$ cat src/prl_pkg.sv
// ----------------------------------------------------------------------------
// prl_pkg
// shared constants and types for the page replacement frame table
// ----------------------------------------------------------------------------
package prl_pkg;

  localparam int FRAMES    = 8;
  localparam int IDX_W     = $clog2(FRAMES);
  localparam int CNT_W     = $clog2(FRAMES + 1);
  localparam int PAGE_W    = 8;
  localparam int AGE_W     = 16;
  localparam int FAULT_W   = 32;
  localparam int CFG_W     = 4;
  localparam int CFG_IDX_W = 1;

  localparam logic [CFG_IDX_W-1:0] REG_POLICY = 1'd0;
  localparam logic [CFG_IDX_W-1:0] REG_FRAMES = 1'd1;

  localparam logic OP_REF   = 1'b0;
  localparam logic OP_CLEAR = 1'b1;

  localparam logic MODE_FIFO = 1'b0;
  localparam logic MODE_LRU  = 1'b1;

  localparam logic [AGE_W-1:0]   AGE_MAX   = {AGE_W{1'b1}};
  localparam logic [FAULT_W-1:0] FAULT_MAX = {FAULT_W{1'b1}};

  // command from the sequencer to the frame store
  typedef struct packed {
    logic              clear;
    logic [IDX_W-1:0]  addr;
    logic              page_we;
    logic [PAGE_W-1:0] page;
    logic              age_we;
    logic [AGE_W-1:0]  age;
  } frm_cmd_t;

  // frame store read port
  typedef struct packed {
    logic              valid;
    logic [PAGE_W-1:0] page;
    logic [AGE_W-1:0]  age;
  } frm_rd_t;

  typedef struct packed {
    logic               hit;
    logic [IDX_W-1:0]   slot;
    logic               ev_valid;
    logic [PAGE_W-1:0]  ev_page;
    logic [FAULT_W-1:0] fault_total;
  } result_t;

endpackage

$ cat src/prl_frames.sv
// ----------------------------------------------------------------------------
// prl_frames
// frame store: resident pages, valid bits and ages, one access port
// ----------------------------------------------------------------------------
module prl_frames import prl_pkg::*; (
  input  logic     clk,
  input  logic     rst,
  input  frm_cmd_t cmd,
  output frm_rd_t  rd
);

  logic [FRAMES-1:0]             valid;
  logic [FRAMES-1:0][PAGE_W-1:0] page_mem;
  logic [FRAMES-1:0][AGE_W-1:0]  age_mem;

  assign rd.valid = valid[cmd.addr];
  assign rd.page  = page_mem[cmd.addr];
  assign rd.age   = age_mem[cmd.addr];

  always_ff @(posedge clk) begin
    if (rst || cmd.clear) begin
      valid   <= '0;
      age_mem <= '0;
    end else begin
      if (cmd.page_we) begin
        valid[cmd.addr] <= 1'b1;
      end
      if (cmd.age_we) begin
        age_mem[cmd.addr] <= cmd.age;
      end
    end
  end

  always_ff @(posedge clk) begin
    if (cmd.page_we) begin
      page_mem[cmd.addr] <= cmd.page;
    end
  end

  a_write_sets_valid: assert property (@(posedge clk) disable iff (rst)
    cmd.page_we && !cmd.clear |=> valid[$past(cmd.addr)])
    else $error("frame written but not marked valid");

  a_clear_empties: assert property (@(posedge clk) disable iff (rst)
    cmd.clear |=> valid == '0 && age_mem == '0)
    else $error("clear left frames occupied or aged");

endmodule

$ cat src/prl_seq.sv
// ----------------------------------------------------------------------------
// prl_seq
// sequencer: scans frames one per cycle with a shared compare unit,
// places the page on a fault and walks the ages in lru mode
// ----------------------------------------------------------------------------
module prl_seq import prl_pkg::*; (
  input  logic              clk,
  input  logic              rst,
  input  logic              in_valid,
  output logic              in_stall,
  input  logic              opcode,
  input  logic [PAGE_W-1:0] page_number,
  input  logic              policy_mode,
  input  logic [CFG_W-1:0]  frame_count,
  input  logic              out_free,
  input  frm_rd_t           rd,
  output frm_cmd_t          cmd,
  output logic              done,
  output result_t           res
);

  typedef enum logic [4:0] {
    S_IDLE   = 5'b00001,
    S_SEARCH = 5'b00010,
    S_EVICT  = 5'b00100,
    S_AGE    = 5'b01000,
    S_DONE   = 5'b10000
  } state_t;

  state_t             state;
  logic [IDX_W-1:0]   idx;
  logic [CNT_W-1:0]   n;
  logic               mode;
  logic [PAGE_W-1:0]  page;
  logic [IDX_W-1:0]   slot;
  logic [AGE_W-1:0]   best_age;
  logic [IDX_W-1:0]   best_idx;
  logic               found;
  logic               ev_valid;
  logic [PAGE_W-1:0]  ev_page;
  logic [FAULT_W-1:0] fault_counter;
  logic [IDX_W-1:0]   fifo_ptr;

  logic               accept;
  logic               last;
  logic               match;
  logic               lru_take;
  logic [IDX_W-1:0]   lru_idx;
  logic [IDX_W-1:0]   fifo_victim;
  logic [CNT_W-1:0]   victim_inc;
  logic [IDX_W-1:0]   fifo_ptr_next;
  logic [CNT_W-1:0]   n_next;

  assign in_stall = (state != S_IDLE);
  assign accept   = in_valid && !in_stall;
  assign done     = (state == S_DONE) && out_free;

  // frames in use, clamped to 1..FRAMES
  assign n_next = (frame_count == '0) ? CNT_W'(1) :
                  (CNT_W'(frame_count) > CNT_W'(FRAMES)) ? CNT_W'(FRAMES) :
                  CNT_W'(frame_count);

  assign last  = (CNT_W'(idx) + CNT_W'(1)) == n;
  assign match = rd.valid && (rd.page == page);

  // running maximum of ages, ties stay at the lower index
  assign lru_take = (idx == '0) || (rd.age > best_age);
  assign lru_idx  = lru_take ? idx : best_idx;

  assign fifo_victim   = (CNT_W'(fifo_ptr) < n) ? fifo_ptr : '0;
  assign victim_inc    = CNT_W'(fifo_victim) + CNT_W'(1);
  assign fifo_ptr_next = (victim_inc >= n) ? '0 : victim_inc[IDX_W-1:0];

  always_comb begin
    cmd.clear   = accept && (opcode == OP_CLEAR);
    cmd.addr    = (state == S_EVICT) ? slot : idx;
    cmd.page_we = (state == S_EVICT);
    cmd.page    = page;
    cmd.age_we  = (state == S_AGE);
    if (idx == slot) begin
      cmd.age = '0;
    end else if (rd.age == AGE_MAX) begin
      cmd.age = rd.age;
    end else begin
      cmd.age = rd.age + AGE_W'(1);
    end
  end

  assign res.hit         = found;
  assign res.slot        = slot;
  assign res.ev_valid    = ev_valid;
  assign res.ev_page     = ev_page;
  assign res.fault_total = fault_counter;

  always_ff @(posedge clk) begin
    if (rst) begin
      state         <= S_IDLE;
      fault_counter <= '0;
      fifo_ptr      <= '0;
    end else begin
      unique case (state)
        S_IDLE: begin
          if (accept) begin
            idx      <= '0;
            page     <= page_number;
            mode     <= policy_mode;
            n        <= n_next;
            found    <= 1'b0;
            slot     <= '0;
            ev_valid <= 1'b0;
            ev_page  <= '0;
            if (opcode == OP_CLEAR) begin
              fault_counter <= '0;
              fifo_ptr      <= '0;
              state         <= S_DONE;
            end else begin
              state <= S_SEARCH;
            end
          end
        end
        S_SEARCH: begin
          if (match) begin
            found <= 1'b1;
            slot  <= idx;
            idx   <= '0;
            state <= (mode == MODE_LRU) ? S_AGE : S_DONE;
          end else begin
            if (lru_take) begin
              best_age <= rd.age;
              best_idx <= idx;
            end
            if (last) begin
              if (fault_counter != FAULT_MAX) begin
                fault_counter <= fault_counter + FAULT_W'(1);
              end
              if (mode == MODE_LRU) begin
                slot <= lru_idx;
              end else begin
                slot     <= fifo_victim;
                fifo_ptr <= fifo_ptr_next;
              end
              state <= S_EVICT;
            end else begin
              idx <= idx + IDX_W'(1);
            end
          end
        end
        S_EVICT: begin
          ev_valid <= rd.valid;
          ev_page  <= rd.valid ? rd.page : '0;
          idx      <= '0;
          state    <= (mode == MODE_LRU) ? S_AGE : S_DONE;
        end
        S_AGE: begin
          if (last) begin
            state <= S_DONE;
          end else begin
            idx <= idx + IDX_W'(1);
          end
        end
        S_DONE: begin
          if (out_free) begin
            state <= S_IDLE;
          end
        end
        default: begin
          state <= S_IDLE;
        end
      endcase
    end
  end

  a_scan_in_range: assert property (@(posedge clk) disable iff (rst)
    (state == S_SEARCH || state == S_AGE) |-> CNT_W'(idx) < n)
    else $error("frame scan beyond frames in use");

  a_fault_no_drop: assert property (@(posedge clk) disable iff (rst)
    (state != S_IDLE) |=> fault_counter >= $past(fault_counter))
    else $error("fault count fell outside a clear");

  a_done_frees_input: assert property (@(posedge clk) disable iff (rst)
    done |=> !in_stall)
    else $error("sequencer did not return to idle after a result");

endmodule

$ cat src/page_replacement_fifo_lru.sv
// ----------------------------------------------------------------------------
// page_replacement_fifo_lru
// fifo / lru page replacement over a small fully associative frame table
// ----------------------------------------------------------------------------
//  channel   handshake             payload
//  input     in_valid / in_stall   opcode, page_number
//  output    out_valid / out_stall hit, slot_index, evicted_valid,
//                                  evicted_page, fault_total
//  config    cfg_write             cfg_index, cfg_data
//
//  a clear empties the table when it is taken; a reference scans one frame per
//  cycle through a single compare unit up to the first match; on a fault the
//  victim frame is written; lru mode then updates the ages of all frames in use
//  in_stall is high from the cycle after a word is taken until its result
//  is loaded into the output register, which holds it while out_stall is high
//  synchronous reset empties the table and zeroes ages, pointer and fault count
// ----------------------------------------------------------------------------
module page_replacement_fifo_lru import prl_pkg::*; (
  input  logic                 clk,
  input  logic                 rst,
  input  logic                 in_valid,
  output logic                 in_stall,
  input  logic                 opcode,
  input  logic [PAGE_W-1:0]    page_number,
  output logic                 out_valid,
  input  logic                 out_stall,
  output logic                 hit,
  output logic [IDX_W-1:0]     slot_index,
  output logic                 evicted_valid,
  output logic [PAGE_W-1:0]    evicted_page,
  output logic [FAULT_W-1:0]   fault_total,
  input  logic                 cfg_write,
  input  logic [CFG_IDX_W-1:0] cfg_index,
  input  logic [CFG_W-1:0]     cfg_data
);

  logic             policy_mode;
  logic [CFG_W-1:0] frame_count;
  logic             out_free;
  logic             done;
  result_t          res;
  frm_cmd_t         cmd;
  frm_rd_t          rd;

  always_ff @(posedge clk) begin
    if (rst) begin
      policy_mode <= MODE_FIFO;
      frame_count <= CFG_W'(FRAMES);
    end else if (cfg_write) begin
      unique case (cfg_index)
        REG_POLICY: policy_mode <= cfg_data[0];
        REG_FRAMES: frame_count <= cfg_data;
        default: ;
      endcase
    end
  end

  prl_seq u_seq (
    .clk         (clk),
    .rst         (rst),
    .in_valid    (in_valid),
    .in_stall    (in_stall),
    .opcode      (opcode),
    .page_number (page_number),
    .policy_mode (policy_mode),
    .frame_count (frame_count),
    .out_free    (out_free),
    .rd          (rd),
    .cmd         (cmd),
    .done        (done),
    .res         (res)
  );

  prl_frames u_frames (
    .clk (clk),
    .rst (rst),
    .cmd (cmd),
    .rd  (rd)
  );

  // output word register
  assign out_free = !out_valid || !out_stall;

  always_ff @(posedge clk) begin
    if (rst) begin
      out_valid <= 1'b0;
    end else if (done) begin
      out_valid <= 1'b1;
    end else if (!out_stall) begin
      out_valid <= 1'b0;
    end
  end

  always_ff @(posedge clk) begin
    if (done) begin
      hit           <= res.hit;
      slot_index    <= res.slot;
      evicted_valid <= res.ev_valid;
      evicted_page  <= res.ev_page;
      fault_total   <= res.fault_total;
    end
  end

endmodule

$ cat config.mk
export PLATFORM = sky130hd
export DESIGN_NAME = page_replacement_fifo_lru
export DESIGN_NICKNAME = d
export VERILOG_FILES = /design/src/prl_pkg.sv /design/src/prl_frames.sv /design/src/prl_seq.sv /design/src/page_replacement_fifo_lru.sv
export SDC_FILE = /design/constraint.sdc
export NUM_CORES = 1
export LEC_CHECK = 0
export BUFFER_PORTS_ARGS = -buffer_cell sky130_fd_sc_hd__buf_2
export CORE_ASPECT_RATIO = 0.5
export CORE_MARGIN = 2
export CORE_UTILIZATION = 45
export DETAILED_ROUTE_END_ITERATION = 8
export HOLD_SLACK_MARGIN = 0.08
export SKIP_CTS_REPAIR_TIMING = 1
export SLEW_MARGIN = 0
export SYNTH_ARGS = -nofsm -noshare
export SYNTH_HDL_FRONTEND = slang
export SYNTH_SLANG_ARGS = --single-unit
export TNS_END_PERCENT = 10
$ cat constraint.sdc
create_clock -name clk -period 13.66 [get_ports clk]
set_input_delay 1.366 -clock clk [delete_from_list [all_inputs] [get_ports clk]]
set_output_delay 1.366 -clock clk [all_outputs]
set_load 0.02 [all_outputs]
Yosys cells after proc, flatten, opt, wreduce, memory -nomap -nowiden:

Cells that the tools add are included.

* register bits after elaboration: 339
* bits of input ports: 19
* output and inout bits: 47
* logic and storage cells: 163

* add/sub/neg operators: 5
* magnitude comparators: 6
* eq/ne operators: 22
* mux-type cells: 58
* bitwise operators: 4
* reductions and logical operators: 29

Operator list (count)
* 32-bit two-way mux: 5
* 128-bit bitwise mux: 1
* 64-bit bitwise mux: 1
* 16-bit two-way mux: 4
* 32-bit case mux with 2 select lines: 1
* 16-bit binary-select mux with 3-bit select: 1
* 16-bit demux with 3-bit select: 1
* 3-bit two-way mux: 15
* 5-bit two-way mux: 7
* 32-bit by 1-bit adder with 32-bit output (second input constant): 1
* 8-bit two-way mux: 4
* 32-bit inequality test (second input constant): 1
* 5-bit case mux with 5 select lines: 1
* 8-bit binary-select mux with 3-bit select: 1
* 8-bit demux with 3-bit select: 1
* 16-bit by 1-bit adder with 16-bit output (second input constant): 1
* 16-bit == test (second input constant): 1
* 16-bit > comparator: 1
* 8-bit case mux with 2 select lines: 1
* 4-bit AND reduction: 4
* 2-bit by 1-bit inequality test with 1-bit output (second input constant): 7
* 3-bit case mux with 2 select lines: 2
* 3-bit case mux with 4 select lines: 1
* 3-bit AND reduction: 4
* 35 further kinds: 57

Depth between registers and ports, before layout:

Gate-level depths: netlist of run 1.

* depth after elaboration: 11
* gate-level depth with buffers: 21
* mapped depth without buffers: 17

Cells and area by module:

From an unflattened synthesis of run 1, not the netlist that was laid out.

* cells, all modules: 1461
* area total of the unflattened synthesis: 15487.4 sq um

By module, submodules not included
* prl_frames: instances 1, cells each 825, area an instance 8549.4 sq um, seq. area each 4644.5 sq um
* prl_seq: instances 1, cells each 566, area an instance 5343.9 sq um, seq. area each 2242.2 sq um
* page_replacement_fifo_lru: instances 1, cells each 70, area an instance 1594.0 sq um, seq. area each 1471.4 sq um

Worst setup path before layout of run 1:

Ideal clock, no wire load.

* kind: flip-flop to flip-flop
* start point: register u_seq.state[0]
* end point: register u_seq.slot[0], data pin
* library setup time: 0.277 ns
* arrival: 4.784 ns
* data required time: 13.383 ns
* slack: 8.599 ns
* cell stages (with the launch flop): 20
* buffers on the path: 2
* clock period less this slack: 5.061 ns
* cell sequence: dfxtp_1 -> or4_1 -> buf_2 -> buf_4 -> nor4_1 -> a31oi_1 -> o22ai_1 -> or3_1 -> nand2_1 -> ha_1 -> nor2b_1 -> o21a_1 -> o21ai_0 -> a211o_1 -> o21ai_0 -> a22oi_1 -> a21boi_0 -> mux2_2 -> a211oi_1 -> a211oi_1

RTL lines
* start, declared: line prl_seq.sv:30 `state_t state;`
* start signal, assigned: line prl_seq.sv:126 `state <= (mode == MODE_LRU) ? S_AGE : S_DONE;`
* start signal, assigned: line prl_seq.sv:152 `state <= (mode == MODE_LRU) ? S_AGE : S_DONE;`
* end signal, assigned: line prl_seq.sv:124 `slot <= idx;`
* end signal, assigned: line prl_seq.sv:137 `slot <= lru_idx;`
* end signal, assigned: line prl_seq.sv:139 `slot <= fifo_victim;`
* end, declared: line prl_seq.sv:35 `logic [IDX_W-1:0] slot;`

==> metrics, run 1 <==
synthesis-to-finish area growth=12.6%; setup slack after layout=7080 ps; final hold violation count=0; CP max FO=17; synthesized area per cell=10.5 µm²; synthesis-stage register bit count=339; PwrDens=155 mW/mm²; reg2reg end=u_seq.slot[1]; Hold Crit Class=reg -> reg; status=completed; post-synthesis async set-or-reset flop share=0%; Post-Layout Cell Count=1919; initial DRC count=1113; Tot GR Track Use=24.3%; Mapped Cells=1419; Max VDD drop=0.0816 mV; Port Buf Inserts=65; Post-Route WL=42500 µm; kind of critical path=reg -> reg; number of global-route vias before repair=11400; DIE WIDTH=261 µm; DRT Pass-1 Iters=5; worst skew pair latency=580 ps; Die Ht=132 µm; WP data arrival=6880 ps; Fin Clk Skew=24.9 ps; number of synthesized flops with an enable pin=157; H-Tree Depth=1; post-detail-place hpwl=29100 µm; library cells used by synthesis=77; largest net degree at the start of global routing=46; sequential cell area fraction in the yosys report=56.3%; LEAKAGE=6.19 nW; clk sinks=339; vias per cell=6.12; Slew @ Worst Pin=1310 ps; ys flop type=dfxtp_1; top-level port count=66; synthesized cell area=0.0149 mm²; sum of negative setup slack=0 ps; Inst Count DP=1863; Syn Nets=1465; share of cells above drive strength 1=11.8%; cell depth of the worst hold path=0; CTS tree=built; number of routed nets with antenna violations=0; Tmin final=6580 ps; fin crit share=48.2%; Final Max Slew Viols=0; clock-pin slew on the worst setup and hold paths=70 ps; core area=0.0321 mm²; residual DRC count=0; Critical Path Sink=u_seq.slot[1]; Overflow after GRT=0; pre-CTS setup slack=7130 ps; routability cong.=0.897; Worst R2R Start=u_seq.state[0]; Reg area=0.00836 mm²; Rows=46; Reg2Reg Depth=17; Achievable Freq=152 MHz; Layout Nets=1509; Critical Path Start=u_seq.state[0]; root buffer selected by CTS=clkbuf_16; routed len/inst=22.1 µm; PnR Total Power=0.00259 W; diode count=0; unrepaired setup endpoints after global routing=false; R2R Setup Slk=7080 ps; Synth Warn #=0; die footprint=0.0346 mm²; Num CTS Buffers=30; Slew HR=12.6%; initial antenna violation count=0; multi-input combinational cell area=0.00599 mm²; first-pass GRT wire length=65500 µm; Initial Util=46.3%; # Max-Cap Violations=0; clock buffer depth=3; Crit. End Element=flip-flop; final setup vio count=0; via count=11746; required time worst endpoint=13960 ps; Setup crit start kind=flip-flop; Layout fillers=2868
==> critical path, cell delays in order, from the launching register on <==
cell and delay [ps]:
dfxtp_1 340, or4_1 860, o21ai_2 690, and2_1 820, a211oi_1 70, or4_1 580, inv_1 160, ha_1 270
a21o_1 180, a21o_1 170, a21o_1 180, a211oi_1 200, o21ai_0 120, a22oi_1 500, a21boi_0 400, mux2_2 400
a211oi_1 250, a211oi_1 80
==> logic make-up after synthesis <==
family	synth area share [%]
buffers and inverters	3.66
flip-flops	56.3
XOR/XNOR	1.46
multiplexers	1.14
adder cells (fa/ha/maj)	2.27
AO/OA/AOI/OAI	19.9
AND/OR/NAND/NOR	15.3
==> area by class of cell <==
type                    count  area share (%)
flip-flops and latches    339            50.0
multi-input cells         943            35.8
inverters                  59            1.32
repair buffers             90            3.07
well taps                 432            3.23
clock buffers              37            4.89
clock inverters            19            1.68
==> stage by stage <==
stage          utilization, %  cell area (µm²)  hold slack (ps)
2_1_floorplan               -            14900              400
3_3_place_gp             48.7            15600              404
3_5_place_dp             48.7            15600              405
4_1_cts                  52.2            16700              419
5_1_grt                  52.2            16700              437
6_report                 52.2            16700              419
==> worst min-delay path by stage <==
stage	endpoint	startpoint	slack, ps
after floorplan	evicted_page[0]	u_seq.ev_page[0]	400
after global placement	hit	u_seq.found	400
after detailed placement	evicted_valid	u_seq.ev_valid	410
after CTS	evicted_page[3]	u_seq.ev_page[3]	420
after global routing	evicted_page[5]	u_seq.ev_page[5]	440
final	evicted_page[3]	u_seq.ev_page[3]	420
==> routing by layer <==
| layer | track usage [%] | vias to the layer above | part of all wire (%) |
|---|---|---|---|
| li1 | - | 5420 | - |
| met1 | 34.5 | 5693 | 45 |
| met2 | 38.1 | 528 | 45 |
| met3 | 4.27 | 105 | 7.8 |
| met4 | 7.17 | 0 | 2.9 |
| met5 | 0 | - | 0 |
==> state kept, by name, indices dropped and copies added (netlist names), 16 cells and up <==
signal               cells
fault_total             32
u_frames.age_mem       128
u_frames.page_mem       64
u_seq.best_age          16
u_seq.fault_counter     32
==> power breakdown <==
group / switching [W] / internal, W / total, W
registers: 0.0000240 / 0.00109 / 0.00112
clock network: 0.000385 / 0.000558 / 0.000943
logic: 0.000383 / 0.000152 / 0.000535
total: 0.000791 / 0.00180 / 0.00259
==> synthesized netlist by cell type (all sizes together), types with 20 or more instances <==
master	instances	area [µm²]
dfxtp	182	3640
edfxtp	157	4710
nand2	116	435
o21ai	114	589
a21oi	87	443
nor2	81	307
a22o	78	683
inv	58	218
clkbuf	54	203
nand3	54	270
and3	37	231
a211oi	32	253
or3	30	188
ha	27	338
buf	24	120
o211ai	20	150
==> cell usage in the layout (no fill, tap or decap), drive strengths merged, types with 54 or more instances in the layout <==
| master | instances |
|---|---|
| dfxtp | 182 |
| edfxtp | 157 |
| nand2 | 116 |
| o21ai | 114 |
| buf | 90 |
| a21oi | 87 |
| nor2 | 81 |
| a22o | 78 |
| inv | 58 |
| nand3 | 54 |
No activity file was read; power rests on OpenSTA's default activity.
==> run 2: changes to the inputs <==
clock period = 5.8 ns   (was 13.66 ns; I/O delays follow)
==> metrics, run 2 (same netlist as run 1, synthesis figures left out) <==
Slew @ Worst Pin=1110 ps (-200 ps); Worst R2R Start=u_seq.state[2]; # Max-Cap Violations=0 (unchanged); R2R Setup Slk=320 ps (-6760 ps); Top reg by flops=u_frames.age_mem; cell depth of the worst hold path=1 (+1); share of cells above drive strength 1=13.6% (+1.7 points); hold slack final=188 ps (-231 ps); Layout Nets=1543 (+2.3%); diode count=0 (unchanged); kind of critical path=reg -> reg; number of global-route vias before repair=11128 (-2.4%); routed len/inst=22.2 µm (+0.55%); Final Max Slew Viols=0 (unchanged); largest net degree at the start of global routing=51 (+11%); initial antenna violation count=1 (+1); Num CTS Buffers=30 (unchanged); Crit. End Element=flip-flop; DRT Pass-1 Iters=5 (unchanged); clk sinks=339 (unchanged); reg2reg end=u_seq.slot[0]; Rows=46 (unchanged); Post-Route WL=43400 µm (+2.1%); final hold violation count=0 (unchanged); Slew HR=25.9% (+13 points); fin crit share=94.5% (+46 points); core area=0.0321 mm² (unchanged); multi-input combinational cell area=0.00603 mm² (+0.63%); final setup vio count=0 (unchanged); Tmin final=5480 ps (-1100 ps); via count=11856 (+0.94%); Overflow after GRT=0 (unchanged); root buffer selected by CTS=clkbuf_16; Worst Hold Launch=page_number[7]; Max VDD drop=0.200 mV (+150%); WP data arrival=5790 ps (-1090 ps); die footprint=0.0346 mm² (unchanged); PwrDens=353 mW/mm² (+130%); biggest regs=u_frames.age_mem x128, u_frames.page_mem x64; Post-Layout Cell Count=1949 (+1.6%); Inst Count DP=1893 (+1.6%); Layout fillers=2828 (-1.4%); CTS tree=built; number of flip-flops in the largest register=128 (unchanged); Reg2Reg Depth=18 (+1); initial DRC count=1071 (-3.8%); Setup crit start kind=flip-flop; highest-count cells in the layout ignoring fill and taps=dfxtp_1 (182), edfxtp_1 (157), nand2_1 (115), a21oi_1 (83), nor2_1 (79); clock-pin slew on the worst setup and hold paths=70 ps (about the same); vias per cell=6.08 (-0.62%); post-detail-place hpwl=30100 µm (+3.4%); residual DRC count=0 (unchanged); Initial Util=46.3% (unchanged); most common cell after layout, fill and taps aside=dfxtp_1; clock buffer depth=3 (unchanged); LEAKAGE=6.28 nW (+1.5%); number of routed nets with antenna violations=0 (unchanged); Hold Crit Class=in -> reg; first-pass GRT wire length=65700 µm (+0.32%); Port Buf Inserts=65 (unchanged); Die Ht=132 µm (unchanged); end point of the worst hold path=u_seq.page[7]; Achievable Freq=182 MHz (+20%); CP max FO=35 (+18); required time worst endpoint=6110 ps (-7850 ps); Tot GR Track Use=24.7% (+0.44 points); H-Tree Depth=1 (unchanged); status=completed; worst skew pair latency=570 ps (about the same); synthesis-to-finish area growth=13.6%; routability cong.=0.863 (-3.8%); Fin Clk Skew=13.5 ps (-11.4 ps); Reg area=0.00836 mm² (unchanged); DIE WIDTH=261 µm (unchanged); top-level port count=66 (unchanged)
-- run 2: power by group --
group / switching [W] / total [W] / internal, W
registers: 0.0000469 / 0.00262 / 0.00257
logic: 0.000917 / 0.00132 / 0.000406
clock network: 0.000876 / 0.00202 / 0.00114
-- run 2: critical path: stages (launching register included) --
cell	delay [ps]
dfxtp_1	600
clkinvlp_4	180
buf_4	210
o21ai_4	290
buf_4	420
and3_1	220
a211oi_1	70
nor4_4	560
ha_1	350
a21o_1	160
a21o_1	170
a211oi_1	220
o21ai_0	140
a22oi_2	380
buf_4	200
a21boi_1	300
mux2_2	390
a211oi_1	230
a211oi_1	70
-- run 2: cell type report --
| class | instances | share of cell area, % |
|---|---|---|
| flip-flops and latches | 339 | 49.5 |
| multi-input cells | 943 | 35.7 |
| clock buffers | 45 | 5.03 |
| repair buffers | 124 | 4.55 |
| well taps | 432 | 3.20 |
| inverters | 59 | 1.33 |
| clock inverters | 7 | 0.660 |
-- run 2: through the flow --
step | util [%] | TNS, ps | area [µm²] | power (W) | worst slack (ps)
after floorplan | - | 0 | 14900 | 0.00349 | 739
after global placement | 49.4 | 0 | 15800 | 0.00393 | 11.6
after detailed placement | 49.4 | -223 | 15800 | 0.00395 | -115
after CTS | 52.4 | -346 | 16800 | 0.00595 | -174
after global routing | 52.7 | -2.43 | 16900 | 0.00620 | -2.43
final | 52.7 | 0 | 16900 | 0.00596 | 319
-- run 2: per-layer routing --
layer / vias to the layer above / part of all wire (%) / GRT usage (%)
li1: 5494 / - / -
met1: 5761 / 47 / 36.4
met2: 517 / 43 / 36.7
met3: 82 / 8.0 / 5.23
met4: 2 / 2.6 / 7.01
met5: - / 0.030 / 0
-- run 2: how the worst max path moves through the flow --
stage / start / to / cells past startpoint
finish: u_seq.state[2] / u_seq.slot[0] / 18
global route: u_seq.state[2] / u_seq.slot[1] / 18
CTS: u_seq.state[2] / u_seq.slot[0] / 17
detailed placement: u_seq.state[2] / u_seq.slot[0] / 17
global placement: u_seq.state[0] / u_seq.slot[1] / 17
floorplan: u_seq.state[0] / u_seq.slot[0] / 19
==> run 3: changes to the inputs <==
SYNTH_HIERARCHICAL = 1   (was unset)
TNS_END_PERCENT = unset   (was 10)
==> metrics, run 3 <==
status=completed; synthesis-to-finish area growth=10.1%; final setup vio count=0 (unchanged); Reg area=0.00836 mm² (unchanged); Hold Crit Class=in -> reg; Final Max Slew Viols=0 (unchanged); biggest regs=u_frames/age_mem x128, u_frames/page_mem x64; hold slack final=177 ps (-11.3 ps); commonest cells in the netlist=nand2_1 (344), dfxtp_1 (182), a21oi_1 (179), edfxtp_1 (157), clkbuf_1 (46); most common cell after layout, fill and taps aside=nand2_1; Logic pwr share=12.4% (-9.8 points); setup slack after layout=570 ps (+251 ps); number of synthesized flops with an enable pin=157 (unchanged); Mapped Cells=1461 (+3.0%); Inst Count DP=1884 (-0.48%); post-detail-place hpwl=23600 µm (-22%); Slew HR=19.9% (-6.1 points); ys flop type=dfxtp_1; required time worst endpoint=6290 ps (+180 ps); Flop pwr share=49.4% (+5.4 points); Initial Util=46.3% (-0.062 points); largest cells by area after synthesis=edfxtp_1 (30%), dfxtp_1 (24%), nand2_1 (8.3%); WP data arrival=5720 ps (-70 ps); Die Ht=135 µm (+2.0%); clk sinks=339 (unchanged); top-level port count=66 (unchanged); final hold violation count=0 (unchanged); core area=0.0335 mm² (+4.4%); kind of critical path=reg -> reg; clock-pin slew on the worst setup and hold paths=70 ps (about the same); Post-Route WL=37300 µm (-14%); DRT Pass-1 Iters=6 (+1); first-pass GRT wire length=59000 µm (-10%); most numerous cell in the Yosys netlist=nand2_1; Port Buf Inserts=65 (unchanged); Max VDD drop=0.190 mV (-4.9%); pre-CTS setup slack=529 ps (+643 ps); area share of the largest cell type after synthesis=30.4% (-1.3 points); unrepaired setup endpoints after global routing=false; Num CTS Buffers=31 (+3.3%); Rows=47 (+2.2%); Setup crit start kind=flip-flop; number of global-route vias before repair=10769 (-3.2%); switch share=25.7% (-5.2 points); Tmin final=5230 ps (-251 ps); CTS tree=built; Fin Clk Skew=16.4 ps (+2.88 ps); Achievable Freq=191 MHz (+4.8%); Synth Warn #=6 (+6); Overflow after GRT=0 (unchanged); multi-input combinational cell area=0.00652 mm² (+8.2%); worst skew pair latency=580 ps (about the same); sum of negative setup slack=0 ps (unchanged); LEAKAGE=6.05 nW (-3.8%); synthesized cell area=0.0155 mm² (+4.2%); # Max-Cap Violations=0 (unchanged); switching power=0.00136 W (-26%); CP max FO=55 (+57%); highest-count cells in the layout ignoring fill and taps=nand2_1 (343), dfxtp_1 (182), a21oi_1 (179), edfxtp_1 (157), buf_2 (65); Slew @ Worst Pin=1200 ps (+90.4 ps); residual DRC count=0 (unchanged); root buffer selected by CTS=clkbuf_16; number of flip-flops in the largest register=128 (unchanged); power share of the clock group=38.3% (+4.5 points); routed len/inst=19.2 µm (-14%); PwrDens=310 mW/mm² (-12%); number of routed nets with antenna violations=0 (unchanged); post-synth top area cell=edfxtp_1; R2R Setup Slk=570 ps (+250 ps); largest net degree at the start of global routing=78 (+53%); Post-Layout Cell Count=1940 (-0.46%); Syn Nets=1507 (+2.9%); Crit. End Element=flip-flop; share of cells above drive strength 1=13.4% (-0.17 points); fin crit share=90.2% (-4.3 points); initial DRC count=972 (-9.2%); routability cong.=0.855 (-0.87%); via count=11177 (-5.7%); Layout fillers=2927 (+3.5%); synthesized area per cell=10.6 µm² (+1.2%); initial antenna violation count=0 (-1); post-synthesis async set-or-reset flop share=0% (unchanged); diode count=0 (unchanged); Pint=0.00393 W (-4.6%); die footprint=0.0360 mm² (+4.1%); clock buffer depth=3 (unchanged); Layout Nets=1522 (-1.4%); synthesis-stage register bit count=339 (unchanged); Top reg by flops=u_frames/age_mem; sequential cell area fraction in the yosys report=54.0% (-2.3 points); DIE WIDTH=266 µm (+2.1%); Tot GR Track Use=20.8% (-3.9 points); H-Tree Depth=1 (unchanged); library cells used by synthesis=79 (+2.6%); vias per cell=5.76 (-5.3%)
run 3: cell types whose count changed after synthesis, moves of 28 or more:
| cell | previous run | this run |
|---|---|---|
| nand2_1 | 116 | 344 |
| a21oi_1 | 85 | 179 |
| a22o_1 | 78 | 0 |
| o21ai_0 | 75 | 31 |
| nor2_1 | 80 | 44 |
| o21ai_1 | 34 | 1 |
| nand3_1 | 54 | 22 |
| nand2b_1 | 6 | 37 |
| a211oi_1 | 31 | 2 |
| inv_1 | 58 | 29 |
| mux4_2 | 0 | 28 |
run 3: final cells by class:
class,count,area share (%)
sequential,339,49.0
multi-input combinational,988,38.3
clock buffer,41,5.09
tap,441,3.24
timing repair buffer,86,2.98
clock inverter,15,0.734
inverter,30,0.661
run 3: stage by stage:
step	util [%]	power [W]	area, µm²
2_1_floorplan	-	0.00316	15500
3_3_place_gp	48.0	0.00330	16100
3_5_place_dp	48.0	0.00332	16100
4_1_cts	50.9	0.00534	17000
5_1_grt	50.9	0.00549	17000
6_report	50.9	0.00529	17000
run 3: worst paths after layout:
path	start	end	cells after the start
max	u_seq/state[0]	u_seq/fault_counter[1]	15
min reg2reg	u_seq/ev_page[7]	evicted_page[7]	0
min	page_number[5]	u_seq/page[5]	1
max reg2reg	u_seq/state[0]	u_seq/fault_counter[1]	15
run 3: routing by layer:
metal,vias up,wire [µm],GRT usage [%]
li1,5304,-,-
met1,5492,16600,27.5
met2,303,17500,35.1
met3,78,2000,3.71
met4,0,1160,6.49
met5,-,0,0
run 3: power by group through the flow:
stage	clock network (W)	logic (W)	registers, W
floorplan	0	0.000505	0.00265
global placement	0	0.000642	0.00266
detailed placement	0	0.000653	0.00266
CTS	0.00207	0.000656	0.00261
global route	0.00216	0.000710	0.00262
finish	0.00202	0.000653	0.00261
run 3: critical path, stage by stage (launching register included):
cell     delay [ps]
dfxtp_1         330
or2_2           350
nor4b_4         510
nand2_1         190
o21ai_4         310
buf_12          350
buf_4           390
mux4_2          560
mux2_2          300
xnor2_1         130
nand4_1         250
or3_1           480
a31oi_4         200
buf_4           430
o21ai_0         180
a21oi_1         170
run 3: cells by family (layout without fill, tap and decap cells):
kind of cell | Yosys count | count (layout) | synth area share, %
XOR/XNOR | 28 | 28 | 1.68
buffers and inverters | 134 | 172 | 4.32
AO/OA/AOI/OAI | 287 | 287 | 11.0
adder cells (fa/ha/maj) | 27 | 27 | 2.18
multiplexers | 60 | 60 | 8.47
AND/OR/NAND/NOR | 586 | 586 | 18.4
flip-flops | 339 | 339 | 54.0
